[config.mk]
export PLATFORM = sky130hd
export DESIGN_NAME = peval_cell
export DESIGN_NICKNAME = d
export VERILOG_FILES = /design/src/hdl/peval_pkg.sv /design/src/hdl/peval_cell.sv
export SDC_FILE = /design/constraint.sdc
export NUM_CORES = 2
export LEC_CHECK = 0
export ABC_CLOCK_PERIOD_IN_PS = 18000
export BUFFER_PORTS_ARGS = -buffer_cell sky130_fd_sc_hd__buf_2
export CORE_MARGIN = 5
export CORE_UTILIZATION = 49
export DETAILED_ROUTE_END_ITERATION = 16
export PLACE_DENSITY_LB_ADDON = 0.15
export RECOVER_POWER = 25
export SLEW_MARGIN = 20
export SYNTH_ARGS = -nofsm -noshare
export SYNTH_HDL_FRONTEND = slang
export SYNTH_SLANG_ARGS = --single-unit
[constraint.sdc]
create_clock -name clk -period 18 [get_ports clk]
set_input_delay 0.9 -clock clk [delete_from_list [all_inputs] [get_ports clk]]
set_output_delay 0.9 -clock clk [all_outputs]
set_load 0.01 [all_outputs]
[src/hdl/peval_pkg.sv]
// ----------------------------------------------------------------------------
// peval_pkg
// Shared types and constants for the polynomial evaluator.
// ----------------------------------------------------------------------------
package peval_pkg;

  localparam int DATA_W        = 32;
  localparam int CNT_W         = 3;
  localparam int IDX_W         = 3;
  localparam int COEF_REGS     = 7;
  localparam int MAX_TERMS_DEF = 7;
  localparam int FRAC_BITS_DEF = 16;

  localparam logic [IDX_W-1:0] REG_TERM_COUNT = 3'd0;
  localparam logic [IDX_W-1:0] REG_COEF_BASE  = 3'd1;

  localparam logic signed [DATA_W-1:0] S_MAX = {1'b0, {(DATA_W-1){1'b1}}};
  localparam logic signed [DATA_W-1:0] S_MIN = {1'b1, {(DATA_W-1){1'b0}}};

  typedef struct packed {
    logic signed [DATA_W-1:0] x;
    logic signed [DATA_W-1:0] acc;
    logic                     sat;
  } word_t;

endpackage

[src/hdl/peval_cell.sv]
// ----------------------------------------------------------------------------
// peval_cell
// One Horner step: acc * x, floor shift, clamp, add coefficient, clamp.
// Two register stages (multiply, then shift/add) with local valid/ready.
// ----------------------------------------------------------------------------
module peval_cell #(
  parameter int FRAC_BITS = peval_pkg::FRAC_BITS_DEF
) (
  input  logic                                clk,
  input  logic                                rst,
  input  logic signed [peval_pkg::DATA_W-1:0] coef,
  input  logic                                in_valid,
  output logic                                in_ready,
  input  peval_pkg::word_t                    in_word,
  output logic                                out_valid,
  input  logic                                out_ready,
  output peval_pkg::word_t                    out_word
);
  import peval_pkg::*;

  localparam int PROD_W = 2 * DATA_W;

  logic                     va;
  logic                     vb;
  logic                     ready_a;
  logic                     ready_b;
  logic signed [PROD_W-1:0] prod;
  logic signed [DATA_W-1:0] x_a;
  logic                     sat_a;
  logic signed [PROD_W-1:0] shifted;
  logic                     prod_ovf;
  logic signed [DATA_W-1:0] prod_sat;
  logic        [DATA_W:0]   sum;
  logic                     sum_ovf;
  logic signed [DATA_W-1:0] acc_next;
  word_t                    word_b;

  assign ready_b  = !vb || out_ready;
  assign ready_a  = !va || ready_b;
  assign in_ready = ready_a;

  // arithmetic shift of the exact product rounds toward minus infinity
  assign shifted  = prod >>> FRAC_BITS;
  assign prod_ovf = !((&shifted[PROD_W-1:DATA_W-1]) || !(|shifted[PROD_W-1:DATA_W-1]));
  assign prod_sat = prod_ovf ? (shifted[PROD_W-1] ? S_MIN : S_MAX) : shifted[DATA_W-1:0];
  assign sum      = {prod_sat[DATA_W-1], prod_sat} + {coef[DATA_W-1], coef};
  assign sum_ovf  = sum[DATA_W] ^ sum[DATA_W-1];
  assign acc_next = sum_ovf ? (sum[DATA_W] ? S_MIN : S_MAX) : sum[DATA_W-1:0];

  always_ff @(posedge clk) begin
    if (rst) begin
      va <= 1'b0;
      vb <= 1'b0;
    end else begin
      if (ready_a) begin
        va <= in_valid;
      end
      if (ready_b) begin
        vb <= va;
      end
    end
    if (ready_a && in_valid) begin
      prod  <= PROD_W'(in_word.acc) * PROD_W'(in_word.x);
      x_a   <= in_word.x;
      sat_a <= in_word.sat;
    end
    if (ready_b && va) begin
      word_b.x   <= x_a;
      word_b.acc <= acc_next;
      word_b.sat <= sat_a || prod_ovf || sum_ovf;
    end
  end

  assign out_valid = vb;
  assign out_word  = word_b;

  a_prod_hold: assert property (@(posedge clk) disable iff (rst)
    va && !ready_b |=> va && $stable(prod))
    else $error("multiply stage lost or changed while stalled");

  a_out_hold: assert property (@(posedge clk) disable iff (rst)
    vb && !out_ready |=> vb && $stable(word_b))
    else $error("cell output changed while stalled");

  a_sat_step: assert property (@(posedge clk) disable iff (rst)
    va && ready_b && (prod_ovf || sum_ovf) |=> vb && word_b.sat)
    else $error("clamp in this step not flagged");

  a_sat_carry: assert property (@(posedge clk) disable iff (rst)
    in_valid && ready_a && in_word.sat |=> va && sat_a)
    else $error("incoming saturation flag dropped");

endmodule

==> out/metrics.cfg <==
[routing]
drtPass1Iterations = 8
vias = 28400
drt-initial-drc-count = 1558
routed_wl_um = 120000
wl_per_cell_um = 22.2
post-route-drc-count = 0
ant_nets = 0
avgViaCountPerCell = 5.28

[grt]
met1_usage_pct = 35.6
grt.met3_usage_pct = 3.83
grt_pass1_wl_um = 191000
grt_util_met2_pct = 48.6
busiest_layer = met2
grt_usage_pct = 27.6
antenna_found_initial = 8
grt_pass1_vias = 32200
overflow = 0
grt_max_degree = 52

[worst_hold_path]
hp-class = reg -> reg
hold_depth = 0
hold_path_end = out_word[64]
hp-start = x_a[31]

[synth]
synthFlopType = edfxtp_1
yosysMostFrequentCell = fa_1
netlist_top_cells_count = fa_1 (1082), inv_1 (979), and2_1 (520)
syn_avg_cell_area_um2 = 9.97
yosys_warnings = 0
ys_seq_area_share_pct = 10.5
synth_area_leaders = fa_1 (52%), edfxtp_1 (10%), inv_1 (8.8%)
synth_fp_nets = 5605
synthArstFlopShare_pct = 0
synth-seq-cells = 148
synthDominantCellAreaShare_pct = 51.6
post-synth-top-area-cell = fa_1
synth_edf_count = 146
syn_area_mm2 = 0.0420
synthDistinctLibCells = 68
synth_cells = 4210

[critical_path]
rr_startpoint = prod[47]
regToRegSetupSlack_ps = 12300
critPathMaxFanout = 33
max_stage_delay_ps = 2200
crit_type = in -> reg
worstPathRequired_ps = 18220
reg2reg_depth = 19
crit_path_start_kind = input port
slowest_stage = clkbuf_1
end_kind = flop
crit_arrival_ps = 10540
worst_path_most_repeated_cell = fa_1
r2r_end = out_word[28]

[outcome]
violations = max-capacitance violations, max-slew violations
status = complete, but fails checks

[timing]
rsz0062_at_grt = false
finalCriticalPeriod_ps = 10320
setup_violations = 0
finalClockSkew_ps = 17.5
final_hold_viol_count = 0
max_freq_ghz = 0.0969
period_share_pct = 57.3
maxSlewViolCount = 1123
slew_headroom_pct = -123
fin_tns_setup_ps = 0
tightest_slew_ps = 3340

[clock_tree]
cts_buffers = 17
ctsHtreeMaxLevel = 4
clock_latency_ps = 470
cts.root.buffer_cell = clkbuf_16
clk_path_buf_depth = 2
ctsResizeCount = 0
path_clk_slew_ps = 70
cts_hold_buf = 0
clock_sink_count = 148
cts_tree = built
post-cts-setup-buffer-count = 0

[place]
port_buffers = 167
place.gp.congestion = 0.897
dp_hpwl_um = 90800

[floorplanning]
die_x_um = 303
num_rows = 107
ios = 168
core-area_mm2 = 0.0851
die_h_um = 303
dieArea_mm2 = 0.0916
initial_core_util_pct = 49.3

[cells_and_area]
final_nets = 5619
syn_to_final_growth_pct = 5.36
drive_above_1_share_pct = 5.26

[flow_run]
cap_violations = 34

-- worst max-delay path, delay by kind of cell --
family,cells,cell delay [ps]
buffers and inverters,5,2430
adder cells (fa/ha/maj),9,4480
XOR/XNOR,1,80
AND/OR/NAND/NOR,3,610
AO/OA/AOI/OAI,7,2000
-- cells by family (layout without fill, tap and decap cells) --
family                     count (synthesis)  count (layout)  share of synthesized area, %
AOI/OAI and AO/OA                        271             271                          4.28
xor gates and xnor gates                  85              85                          1.77
adders and majority gates               1302            1302                          58.1
buffers and inverters                   1187            1214                          10.6
DFF                                      148             148                          10.5
muxes                                      2               2                        0.0507
other                                      0               2                             0
and+or+nand+nor                         1215            1215                          14.6
-- worst max path at each step --
| stage | from | endpoint | slack (ps) | cells after the start |
|---|---|---|---|---|
| after floorplan | in_word[32] | prod[62] | 9880 | 23 |
| after global placement | in_word[32] | prod[62] | 8690 | 23 |
| after detailed placement | in_word[32] | prod[62] | 8620 | 23 |
| after CTS | in_word[32] | prod[61] | 9090 | 23 |
| after global routing | in_word[51] | prod[59] | 7290 | 25 |
| final | in_word[51] | prod[59] | 7680 | 25 |
-- through the flow --
| step | setup slack (ps) | std cells | cell area [um2] | util, % | hold WS (ps) |
|---|---|---|---|---|---|
| final | 7680 | 5383 | 44200 | 51.9 | 419 |
| after detailed placement | 8620 | 5349 | 43700 | 51.4 | 405 |
| after global routing | 7290 | 5381 | 44200 | 51.9 | 426 |
| after floorplan | 9880 | 4210 | 42000 | - | 400 |
| after global placement | 8690 | 5349 | 43700 | 51.4 | 401 |
| after CTS | 9090 | 5381 | 44300 | 52.0 | 419 |
-- metal layers --
layer  routed length (um)  vias to the layer above
met5                   41                        -
met4                 4520                        6
met3                 7150                      204
met2                59900                      877
met1                48000                    15000
li1                     -                    12300
-- state kept, by name, summed over array words and instances (netlist names) --
signal,cells
out_valid,1
out_word,65
prod,48
sat_a,1
va,1
x_a,32
-- layout make-up --
type,instances,area [um2]
antenna,2,5.00
multi-input combinational,2875,33100
clock buffer,17,425
fill,7934,40900
sequential,148,4420
timing repair buffer,203,1030
tap,1144,1430
inverter,979,3670
clock inverter,15,128
-- placed cells by master (no fill, tap or decap), drive strengths merged, types with 3 or more instances in the layout --
master and instances:
nand4 14, and2 520, buf 171, a211oi 9, maj3 8, xnor2 64
clkbuf 49, clkinv 8, a21o 67, nand2 520, and3 9, ha 212
a21boi 4, a31oi 6, xor2 21, nand2b 17, nor2b 18, a311oi 4
nand3 18, or3 3, fa 1082, o211ai 5, and4 4, nor4 5
o21ai 38, nor2 72, a21oi 97, o31ai 8, o21bai 5, edfxtp 146
o21a 6, inv 984, nor3 11
Power is left out: the tool's default activity adds up to more than one toggle a clock period on the data nets, which glitch-free logic cannot reach.
